==> config.mk <==
export PLATFORM = sky130hd
export DESIGN_NAME = signed_integer_to_radix_symbols
export DESIGN_NICKNAME = d
export VERILOG_FILES = /design/src/sv/sirs_pkg.sv /design/src/sv/sirs_symtab.sv /design/src/sv/sirs_divider.sv /design/src/sv/signed_integer_to_radix_symbols.sv
export SDC_FILE = /design/constraint.sdc
export NUM_CORES = 2
export LEC_CHECK = 0
export ABC_AREA = 1
export BUFFER_PORTS_ARGS = -buffer_cell sky130_fd_sc_hd__buf_2
export CAP_MARGIN = 0
export CELL_PAD_IN_SITES_DETAIL_PLACEMENT = 1
export CELL_PAD_IN_SITES_GLOBAL_PLACEMENT = 2
export CORE_MARGIN = 5
export CORE_UTILIZATION = 46
export DETAILED_ROUTE_END_ITERATION = 8
export GPL_TIMING_DRIVEN = 0
export PLACE_DENSITY_LB_ADDON = 0.1
export SLEW_MARGIN = 20
export SYNTH_ARGS = -nofsm -noshare
export SYNTH_HDL_FRONTEND = slang
export SYNTH_SLANG_ARGS = --single-unit
==> constraint.sdc <==
create_clock -name clk -period 11.2 [get_ports clk]
set_clock_uncertainty 0.05 [all_clocks]
set_input_delay 1.12 -clock clk [delete_from_list [all_inputs] [get_ports clk]]
set_output_delay 1.12 -clock clk [all_outputs]
set_load 0.01 [all_outputs]
==> src/sv/sirs_pkg.sv <==
package sirs_pkg;

  localparam int VALUE_W         = 32;
  localparam int BASE_LEN_W      = 7;
  localparam int INDEX_W         = 6;
  localparam int CHAR_W          = 8;
  localparam int DIGIT_DEPTH     = 32;
  localparam int DEF_MAX_SYMBOLS = 64;

  localparam logic [CHAR_W-1:0] SYM_PLUS  = 8'h2B;
  localparam logic [CHAR_W-1:0] SYM_MINUS = 8'h2D;
  localparam logic [CHAR_W-1:0] SYM_NUL   = 8'h00;

  localparam logic CMD_WRITE   = 1'b0;
  localparam logic CMD_CONVERT = 1'b1;

  localparam logic STATUS_OK  = 1'b0;
  localparam logic STATUS_BAD = 1'b1;

  typedef enum logic [3:0] {
    ST_IDLE,
    ST_ERROR,
    ST_CHECK_RD,
    ST_CHECK,
    ST_DIV_GO,
    ST_DIV_WAIT,
    ST_SIGN,
    ST_OUT_RD,
    ST_OUT_EMIT
  } state_t;

endpackage

==> src/sv/sirs_symtab.sv <==
module sirs_symtab #(
  parameter int DEPTH = sirs_pkg::DEF_MAX_SYMBOLS,
  parameter int AW    = $clog2(DEPTH)
) (
  input  logic                        clk,
  input  logic                        wr_en,
  input  logic [AW-1:0]               wr_addr,
  input  logic [sirs_pkg::CHAR_W-1:0] wr_data,
  input  logic                        rd_en,
  input  logic [AW-1:0]               rd_addr,
  output logic [sirs_pkg::CHAR_W-1:0] rd_data
);
  import sirs_pkg::*;

  logic [CHAR_W-1:0] mem [DEPTH];

  always_ff @(posedge clk) begin
    if (wr_en) begin
      mem[wr_addr] <= wr_data;
    end
  end

  always_ff @(posedge clk) begin
    if (rd_en) begin
      rd_data <= mem[rd_addr];
    end
  end

endmodule

==> src/sv/sirs_divider.sv <==
module sirs_divider (
  input  logic                            clk,
  input  logic                            rst,
  input  logic                            start,
  input  logic [sirs_pkg::VALUE_W-1:0]    dividend,
  input  logic [sirs_pkg::BASE_LEN_W-1:0] divisor,
  output logic                            done,
  output logic [sirs_pkg::VALUE_W-1:0]    quotient,
  output logic [sirs_pkg::BASE_LEN_W-1:0] remainder
);
  import sirs_pkg::*;

  localparam int CNT_W = $clog2(VALUE_W);

  logic                  active;
  logic [CNT_W-1:0]      cnt;
  logic [BASE_LEN_W:0]   trial;
  logic                  fits;

  // one restoring step: shift in the next dividend bit, subtract if it fits
  always_comb begin
    trial = {remainder, quotient[VALUE_W-1]};
    fits  = (trial >= {1'b0, divisor});
  end

  always_ff @(posedge clk) begin
    if (start) begin
      quotient  <= dividend;
      remainder <= '0;
    end else if (active) begin
      quotient  <= {quotient[VALUE_W-2:0], fits};
      remainder <= fits ? BASE_LEN_W'(trial - {1'b0, divisor}) : BASE_LEN_W'(trial);
    end
  end

  always_ff @(posedge clk) begin
    if (rst) begin
      active <= 1'b0;
      cnt    <= '0;
      done   <= 1'b0;
    end else if (start) begin
      active <= 1'b1;
      cnt    <= '0;
      done   <= 1'b0;
    end else if (active) begin
      cnt <= cnt + 1'b1;
      if (cnt == CNT_W'(VALUE_W - 1)) begin
        active <= 1'b0;
        done   <= 1'b1;
      end
    end else begin
      done <= 1'b0;
    end
  end

endmodule

==> src/sv/signed_integer_to_radix_symbols.sv <==
// Write-symbol item: stored at the transfer edge, no result, next item in the next cycle.
// Convert item, L = base_length, D = digits: each of the L symbols is read, then checked;
//   the D digits run one by one through the shared 32-step divider, a minus sign follows
//   if negative, and each digit is read, then emitted. A base_length out of range errors.
// Throughput: one item at a time; busy drops as the last result is registered, and the
// receiver cannot stall. Reset (rst, synchronous) clears base_length to 0 and goes idle.
module signed_integer_to_radix_symbols #(
  parameter int MAX_SYMBOLS = sirs_pkg::DEF_MAX_SYMBOLS
) (
  input  logic                              clk,
  input  logic                              rst,
  input  logic                              start,
  output logic                              busy,
  input  logic                              cmd,
  input  logic [sirs_pkg::INDEX_W-1:0]      symbol_index,
  input  logic [sirs_pkg::CHAR_W-1:0]       symbol_byte,
  input  logic signed [sirs_pkg::VALUE_W-1:0] value,
  input  logic                              cfg_valid,
  output logic                              cfg_ready,
  input  logic [sirs_pkg::BASE_LEN_W-1:0]   cfg_data,
  output logic                              result_strobe,
  output logic [sirs_pkg::CHAR_W-1:0]       char_byte,
  output logic                              status,
  output logic                              last
);
  import sirs_pkg::*;

  localparam int AW    = $clog2(MAX_SYMBOLS);
  localparam int DW    = AW;
  localparam int PTR_W = $clog2(DIGIT_DEPTH);

  state_t state, state_next;

  // configuration and item registers
  logic [BASE_LEN_W-1:0] base_length;
  logic [BASE_LEN_W-1:0] radix;
  logic [VALUE_W-1:0]    mag;
  logic                  neg;

  // symbol check
  logic [AW-1:0]         vidx;
  logic [(1<<CHAR_W)-1:0] seen;
  logic                  sym_bad;
  logic                  sym_last;
  logic                  len_bad;

  // digit stack, least significant digit first
  logic [DW-1:0]         stack [DIGIT_DEPTH];
  logic [PTR_W:0]        nd;
  logic [PTR_W-1:0]      ptr;
  logic                  digits_done;

  // symbol table port
  logic                  tab_wr_en;
  logic                  tab_rd_en;
  logic [AW-1:0]         tab_rd_addr;
  logic [CHAR_W-1:0]     tab_rd_data;

  // divider port
  logic                  div_start;
  logic                  div_done;
  logic [VALUE_W-1:0]    div_quo;
  logic [BASE_LEN_W-1:0] div_rem;

  // result register inputs
  logic                  strobe_next;
  logic [CHAR_W-1:0]     char_next;
  logic                  status_next;
  logic                  last_next;

  logic                  accept;

  assign accept    = start && !busy;
  assign cfg_ready = !busy;
  assign tab_wr_en = accept && (cmd == CMD_WRITE) && (32'(symbol_index) < MAX_SYMBOLS);

  assign len_bad     = (base_length < BASE_LEN_W'(2)) || (32'(base_length) > MAX_SYMBOLS);
  assign sym_bad     = (tab_rd_data == SYM_NUL) || (tab_rd_data == SYM_PLUS) ||
                       (tab_rd_data == SYM_MINUS) || seen[tab_rd_data];
  assign sym_last    = (9'(vidx) == 9'(radix) - 9'd1);
  assign digits_done = (div_quo == '0) || (nd == (PTR_W+1)'(DIGIT_DEPTH - 1));

  sirs_symtab #(
    .DEPTH (MAX_SYMBOLS),
    .AW    (AW)
  ) u_symtab (
    .clk     (clk),
    .wr_en   (tab_wr_en),
    .wr_addr (AW'(symbol_index)),
    .wr_data (symbol_byte),
    .rd_en   (tab_rd_en),
    .rd_addr (tab_rd_addr),
    .rd_data (tab_rd_data)
  );

  sirs_divider u_div (
    .clk       (clk),
    .rst       (rst),
    .start     (div_start),
    .dividend  (mag),
    .divisor   (radix),
    .done      (div_done),
    .quotient  (div_quo),
    .remainder (div_rem)
  );

  // next state
  always_comb begin
    state_next = state;
    case (state)
      ST_IDLE: begin
        if (accept && (cmd == CMD_CONVERT)) begin
          state_next = len_bad ? ST_ERROR : ST_CHECK_RD;
        end
      end
      ST_ERROR:    state_next = ST_IDLE;
      ST_CHECK_RD: state_next = ST_CHECK;
      ST_CHECK: begin
        if (sym_bad) begin
          state_next = ST_ERROR;
        end else if (sym_last) begin
          state_next = ST_DIV_GO;
        end else begin
          state_next = ST_CHECK_RD;
        end
      end
      ST_DIV_GO:   state_next = ST_DIV_WAIT;
      ST_DIV_WAIT: begin
        if (div_done) begin
          if (!digits_done) begin
            state_next = ST_DIV_GO;
          end else if (neg) begin
            state_next = ST_SIGN;
          end else begin
            state_next = ST_OUT_RD;
          end
        end
      end
      ST_SIGN:     state_next = ST_OUT_RD;
      ST_OUT_RD:   state_next = ST_OUT_EMIT;
      ST_OUT_EMIT: state_next = (ptr == '0) ? ST_IDLE : ST_OUT_RD;
      default:     state_next = ST_IDLE;
    endcase
  end

  // outputs of the sequencer
  always_comb begin
    busy        = 1'b1;
    tab_rd_en   = 1'b0;
    tab_rd_addr = vidx;
    div_start   = 1'b0;
    strobe_next = 1'b0;
    char_next   = SYM_NUL;
    status_next = STATUS_OK;
    last_next   = 1'b0;
    case (state)
      ST_IDLE: busy = 1'b0;
      ST_ERROR: begin
        strobe_next = 1'b1;
        status_next = STATUS_BAD;
        last_next   = 1'b1;
      end
      ST_CHECK_RD: tab_rd_en = 1'b1;
      ST_DIV_GO:   div_start = 1'b1;
      ST_SIGN: begin
        strobe_next = 1'b1;
        char_next   = SYM_MINUS;
      end
      ST_OUT_RD: begin
        tab_rd_en   = 1'b1;
        tab_rd_addr = AW'(stack[ptr]);
      end
      ST_OUT_EMIT: begin
        strobe_next = 1'b1;
        char_next   = tab_rd_data;
        last_next   = (ptr == '0);
      end
      default: busy = 1'b1;
    endcase
  end

  always_ff @(posedge clk) begin
    if (rst) begin
      state         <= ST_IDLE;
      base_length   <= '0;
      result_strobe <= 1'b0;
    end else begin
      state         <= state_next;
      result_strobe <= strobe_next;
      if (cfg_valid && cfg_ready) begin
        base_length <= cfg_data;
      end
    end
  end

  // result registers hold for exactly one cycle of strobe
  always_ff @(posedge clk) begin
    char_byte <= char_next;
    status    <= status_next;
    last      <= last_next;
  end

  // item datapath
  always_ff @(posedge clk) begin
    case (state)
      ST_IDLE: begin
        if (accept && (cmd == CMD_CONVERT)) begin
          radix <= base_length;
          neg   <= value[VALUE_W-1];
          // the most negative value wraps to its exact magnitude
          mag   <= value[VALUE_W-1] ? (VALUE_W'(0) - VALUE_W'(value)) : VALUE_W'(value);
          vidx  <= '0;
          nd    <= '0;
          seen  <= '0;
        end
      end
      ST_CHECK: begin
        seen[tab_rd_data] <= 1'b1;
        vidx              <= vidx + 1'b1;
      end
      ST_DIV_WAIT: begin
        if (div_done) begin
          stack[nd[PTR_W-1:0]] <= DW'(div_rem);
          mag                  <= div_quo;
          nd                   <= nd + 1'b1;
          ptr                  <= nd[PTR_W-1:0];
        end
      end
      ST_OUT_EMIT: begin
        if (ptr != '0) begin
          ptr <= ptr - 1'b1;
        end
      end
      default: begin
      end
    endcase
  end

endmodule
Word-level counts from Yosys, hierarchy flattened
Memory sizes are Yosys's and may differ from the RTL's. A register that Yosys moved wholly into a read port is not among the register bits.
Cells that the tools add are included.
- $add $sub $neg: 7
- magnitude comparators: 5
- equality and inequality tests: 16
- mux-type cells: 46
- bitwise operators: 3
- reduce and logical (&&, ||, !) cells: 28
- operators with widths (cell ; count):
    $pmux 256 s2 ; 1
    $mux 256 ; 1
    $or 256x256->256 ; 1
    $mux 32 ; 5
    $pmux 32 s2 ; 1
    $logic_not 32->1 ; 1
    $pmux 4 s8 ; 1
    $sub 1x32->32 const A ; 1
    $pmux 6 s2 ; 2
    $mux 6 ; 3
    $eq 4x3->1 const B ; 4
    $eq 8x6->1 const B ; 2
    $mux 1 ; 16
    $pmux 8 s2 ; 1
    $mux 5 ; 3
    $add 6x1->6 const B ; 2
    $pmux 5 s2 ; 1
    $eq 6x9->1 ; 1
    $lt 8x9->1 const B ; 1
    $mux 3 ; 3
    $bmux 1 s8 ; 1
    $demux 1 s8 ; 1
    $eq 4x2->1 const B ; 2
    $ge 8x1->1 const B ; 1
    other kinds (29) ; 49
- register bits after elaboration: 381
- RAM bits: 704
- bits of input ports: 58
- output and inout port bits: 13
- memories: 2
- memory list (memory ; depth ; bits a word ; read ports ; clocked after Yosys merged registers in ; write ports ; RTL line ; text):
    u_symtab.mem ; 64 ; 8 ; 1 ; 1 ; 1 ; sirs_symtab.sv:15 ; logic [CHAR_W-1:0] mem [DEPTH];
    stack ; 32 ; 6 ; 1 ; 1 ; 1 ; signed_integer_to_radix_symbols.sv:48 ; logic [DW-1:0] stack [DIGIT_DEPTH];

Longest topological paths before layout
- depth after elaboration: 6
- gate-level depth with buffers: 21
- gate-level depth less buffers: 17

Modules after synthesis
A second synthesis with hierarchy kept.
- cells, all modules: 4865
- area total of the unflattened synthesis: 49444.9 sq um
- modules (own cells, without submodules) (module ; instances ; cells each ; area each (sq um)):
    signed_integer_to_radix_symbols ; 1 ; 2770 ; 25624.6
    sirs_symtab ; 1 ; 1805 ; 21419.3
    sirs_divider ; 1 ; 290 ; 2401.1

Worst setup path after synthesis
No wires, ideal clock.
- path kind: register to register
- from: register state[3]
- to: register seen[0], enable pin
- data arrival time: 6.955 ns
- data required time: 10.515 ns
- slack: 3.560 ns
- stages on the path, launching flop included: 8
- buffers on the path: 0
- clock period less this slack: 7.640 ns
- cell sequence: dfxtp_1 -> nor2_1 -> inv_1 -> nor2_1 -> inv_1 -> nor2_1 -> nand2_1 -> nand2_1
- word-level cells in the longest chain between the ends: 5
- elaborated cells on any way between the ends: 7
- those cells by class: 2 x eq/ne; 5 x reduce/logical
- RTL lines (item ; RTL line ; text):
    start: declaration ; signed_integer_to_radix_symbols.sv:32 ; state_t state, state_next;
    start signal: assignment ; signed_integer_to_radix_symbols.sv:188 ; state <= state_next;
    $logic_not 4->1 (*) ; signed_integer_to_radix_symbols.sv:156 ; case (state)
    named net cfg_ready ; signed_integer_to_radix_symbols.sv:19 ; output logic cfg_ready,
    $logic_and 1x1->1 ; signed_integer_to_radix_symbols.sv:73 ; assign accept = start && !busy;
    $logic_and 1x1->1 ; signed_integer_to_radix_symbols.sv:207 ; if (accept && (cmd == CMD_CONVERT)) begin
    $ne 2x1->1 (no source line) ; -- ;
    $reduce_and 2->1 (no source line) (*) ; -- ;
    end signal: assignment ; signed_integer_to_radix_symbols.sv:214 ; seen <= '0;
    end signal: indexed assignment ; signed_integer_to_radix_symbols.sv:218 ; seen[tab_rd_data] <= 1'b1;
    end: declaration ; signed_integer_to_radix_symbols.sv:42 ; logic [(1<<CHAR_W)-1:0] seen;
Mark *: on every way through the listed nets, which the timed path passes. The rest lies on a longest branch.
A chain may end at the register's enable or synchronous reset.

Worst setup path after layout
- from: register state[2]
- to: memory u_symtab.mem[57][0], enable pin
- word-level cells in the longest chain between the ends: 5
- RTL lines (item ; RTL line ; text):
    $logic_not 4->1 ; signed_integer_to_radix_symbols.sv:156 ;
    $logic_and 1x1->1 ; signed_integer_to_radix_symbols.sv:73 ;
    $logic_and 1x1->1 ; signed_integer_to_radix_symbols.sv:75 ; assign tab_wr_en = accept && (cmd == CMD_WRITE) && (32'(symbol_index) < MAX_SYMBOLS);
    $mux 1 ; sirs_symtab.sv:18 ; if (wr_en) begin
    $mux 1 (implied by the code) ; sirs_symtab.sv:19 ; mem[wr_addr] <= wr_data;
    end: declaration ; sirs_symtab.sv:15 ;
Every way passes these cells.

==> impl.org <==
** Outcome
- Run status :: complete, no violations

** Synth
- Of all flip-flops after synthesis, the portion carrying an async set or reset was 0.
- Most frequent cells after synthesis :: sky130_fd_sc_hd__edfxtp_1 (1057), sky130_fd_sc_hd__nand2_1 (936), sky130_fd_sc_hd__nand3_1 (712)
- Most used flip-flop cell after synthesis :: sky130_fd_sc_hd__edfxtp_1
- Yosys mapped a number of flops with a built-in enable equal to 1057.
- Synthesis handed over a netlist of 4830 instances.
- Post-synth design cell area :: 0.0502 mm^2
- Fraction of post-synthesis cell area in the top cell type by area :: 0.633
- The Yosys step of the flow raised 0 warnings.
- By area the synthesized netlist is led by sky130_fd_sc_hd__edfxtp_1 (63%), sky130_fd_sc_hd__nand3_1 (7.1%), sky130_fd_sc_hd__nand2_1 (7.0%).
- Cell type contributing the most total cell area after synthesis :: sky130_fd_sc_hd__edfxtp_1
- Cell variety after synth :: 47
- A synthesized cell averages about 10 um^2.
- Of the synthesized area, sequential elements account for 0.649.
- Total nets after synthesis :: 4906
- In the post-synthesis netlist, the cell with the most instances is sky130_fd_sc_hd__edfxtp_1.
- Number of register bits inferred by synthesis :: about 1100

** STA
- Headroom to the max-slew limit came out at 0.199.
- Setup TNS after final layout :: 0 ns
- Setup WS post-layout :: 6.48 ns
- The worst path in the final design needs a cycle of 4.72 ns, including I/O delays and setup.
- Number of endpoints with negative hold slack in the final report :: 0
- Transition time of the tightest slew-check pin :: 1.20 ns
- Final cycle utilization of the critical path :: 0.422
- The final max-slew violation count was 0.
- Setup violations remaining at the end of the flow were counted as 0.
- RSZ-0062 raised after global routing :: no
- Highest Clock Rate :: 0.212 GHz

** Critical path
- Highest net fanout along the worst path :: 9
- Critical Path Sink Type :: register
- Maximum single-stage delay on the critical path :: 1.08 ns
- CP delay by family, top :: simple AND/OR/NAND/NOR gates
- Count of buffer and inverter cells on the critical path :: 2
- Worst setup path category :: register to register
- Required time reported for the critical path endpoint :: 11.51 ns
- Launching element type of the critical path :: register
- Standard cell with the maximum stage delay on the critical path :: sky130_fd_sc_hd__nor2_1
- The signal on the critical path passes through nor2_1 -> inv_1 -> nor2_1 -> inv_1 -> nor2_1 -> nand2_1 -> nor2_1 -> nand3_1 -> nor2_1.
- Arrival time of data at the critical path endpoint :: 5.03 ns
- Cell with the most instances on the worst path :: sky130_fd_sc_hd__nor2_1

** Place
- Final RePlAce weighted congestion :: 0.926
- Detailed placement ended at an HPWL of 118000 um.
- Timing analysis after detailed placement gives a worst setup slack of 6.58 ns.
- Buffers on Ports :: 69

** Layout
- Final nets :: ~5100
- For this run, the share of the core covered by cells in the final layout is 0.521.
- The layout has 11822 filler cells.
- In the final layout, the multi-input gates occupy about 0.014 mm^2.
- Summing all flip-flop and latch instances after layout gives roughly 0.033 mm^2.
- In the final layout, the share of cells above drive strength 1 is 0.0896.
- The area growth from synthesis to layout is 12.6%.

** Pwr
- In this run the static leakage power is roughly 21 nW.
- The worst-case IR drop observed on VDD is 147 uV.
- The share of total power dissipated in combinational logic is 0.122.
- Part of the power in registers :: 0.487
- Summed over all nets, the switching power comes to between 2 and 3 mW.
- Clock power frac :: 0.392
- PD cells :: 177 mW/mm^2
- Of the total power, the share spent switching nets is 0.275.
- The internal portion of the total power is 7.25 mW.

** Global routing
- The total overflow left after global routing is 0.
- GRT Util Overall :: 0.291
- Entering global routing, the biggest net connects between 60 and 70 pins.
- Antenna violations before repair :: 1
- Vias in the first global route :: roughly 39000
- The first global-routing pass estimated 252000 um of wire.

** Detailed routing
- Vias per Instance :: 5.83
- Remaining routing DRC violations :: 0
- Number of design-rule violations left by the first detailed-router iteration :: around 3700
- The final route contains ~38000 vias.
- After detailed routing, the average wire length per cell comes to 26.4 um.
- Antenna Violating Nets Remaining :: 0
- Count of TritonRoute iterations in the first routing pass :: 5
- The final layout contains routed wiring with a total length of 173000 um.

** Clocking
- The longest clock path from root to sink contains 3 buffers.
- Cell chosen for the clock root :: sky130_fd_sc_hd__clkbuf_16
- Number of buffers created by CTS :: around 120
- Number of buffers added to fix hold violations after cts :: 0
- # resized after CTS :: 0
- Worst skew pair latency :: between 0.7 and 0.8 ns
- Buffers inserted during post-CTS setup optimization :: 0
- For this design, the sink count on the clock tree is 1098.
- After clock tree synthesis, the clock-pin slew on the worst setup and hold paths is 0.06 ns.
- The H-tree was split into 3 levels.
- TritonCTS clock tree :: done

** Worst hold path
- Class of the worst hold path :: register to register

** Flow run
- Max-Cap Viols :: 0

** Floorplan
- Die height :: around 340 um
- Die area :: 0.116 mm^2
- Initial standard-cell utilization of the core :: 0.462
- For this design the top-level I/O count stands at 71.
- Row generation in the floorplan step produced between 100 and 150 rows.
- Horizontal die dimension :: 340 um
- Total core area :: 0.109 mm^2
routing by layer:
layer / vias to the layer above / global-route usage / wire, um
met5: - / 0 / 0
met4: 0 / 0.0858 / 5620
met3: 309 / 0.0391 / 11400
met2: 1429 / 0.490 / 83300
met1: 19342 / 0.396 / 72400
li1: 17119 / - / -
power by group through the flow:
stage               registers, mW  clock network (mW)  logic (mW)
floorplan                    4.93                   0       0.671
global placement             5.00                   0        1.15
detailed placement           4.94                   0        1.20
CTS                          4.86                3.96        1.21
global route                 4.88                4.13        1.30
finish                       4.86                3.91        1.22
layout by cell type, fill, tap and decap left out, types with 17 or more instances in the layout:
cell                           n
sky130_fd_sc_hd__nand2_1     933
sky130_fd_sc_hd__a21oi_1     321
sky130_fd_sc_hd__nand4_1      18
sky130_fd_sc_hd__nand3_1     712
sky130_fd_sc_hd__buf_4        31
sky130_fd_sc_hd__nand3b_1    186
sky130_fd_sc_hd__edfxtp_1   1057
sky130_fd_sc_hd__nor2_1      279
sky130_fd_sc_hd__a22oi_1      36
sky130_fd_sc_hd__clkinv_1     25
sky130_fd_sc_hd__clkbuf_16   119
sky130_fd_sc_hd__o21ai_0     121
sky130_fd_sc_hd__inv_1       567
sky130_fd_sc_hd__xor2_1       27
sky130_fd_sc_hd__o21ai_1      21
sky130_fd_sc_hd__buf_2       184
sky130_fd_sc_hd__ha_1         17
sky130_fd_sc_hd__clkinv_2     24
sky130_fd_sc_hd__dfxtp_1      35
sky130_fd_sc_hd__o22ai_1      92
sky130_fd_sc_hd__clkbuf_1    141
sequential cells by signal, summed over array words and instances, names as in the netlist, 6 cells and up, named ones only:
| register | flops |
|---|---|
| seen | 256 |
| u_symtab.mem | 512 |
| u_symtab.rd_data | 8 |
| u_div.quotient | 32 |
| mag | 32 |
| vidx | 6 |
| char_byte | 8 |
| radix | 7 |
| nd | 6 |
| u_div.remainder | 7 |
| base_length | 7 |
| stack | 192 |
cells by family (layout without fill, tap and decap cells):
| family | Yosys count | after routing | share of synthesized area |
|---|---|---|---|
| adders and majority gates | 18 | 18 | 0.00464 |
| DFF | 1098 | 1098 | 0.649 |
| AOI/OAI and AO/OA | 629 | 629 | 0.0696 |
| and+or+nand+nor | 2178 | 2178 | 0.198 |
| other | 0 | 1 | 0 |
| muxes | 2 | 2 | 0.000449 |
| buffers and inverters | 863 | 1167 | 0.0714 |
| xor gates and xnor gates | 42 | 42 | 0.00733 |
per-stage QoR:
step	hold WS (ns)	instances	total power, mW	area (um^2)
after floorplan	0.358	4830	5.60	50200
after global placement	0.382	6313	6.15	52300
after detailed placement	0.373	6327	6.14	52700
after CTS	0.405	6548	10.0	56500
after global routing	0.424	6548	10.3	56500
final	0.401	6549	9.99	56500
final timing paths:
kind / start / end / slack, ns / depth (start not counted)
setup reg to reg: state[2]$_SDFFE_PP0P_ / u_symtab.mem[57][0]$_DFFE_PP_ / 6.48 / 9
hold reg to reg: base_length[2]$_SDFFE_PP0P_ / radix[2]$_DFFE_PP_ / 0.40 / 0
hold / removal: base_length[2]$_SDFFE_PP0P_ / radix[2]$_DFFE_PP_ / 0.40 / 0
setup / recovery: state[2]$_SDFFE_PP0P_ / u_symtab.mem[57][0]$_DFFE_PP_ / 6.48 / 9
cell type report:
type | count | share of cell area
antenna | 1 | 0.0000443
buffer | 282 | 0.0247
clock buffer | 157 | 0.0577
clock inverter | 64 | 0.0103
inverter | 581 | 0.0387
multi-input combinational | 2869 | 0.249
sequential | 1098 | 0.576
tap | 1414 | 0.0313
timing repair buffer | 83 | 0.0122
No activity file was read; power rests on OpenSTA's default activity.
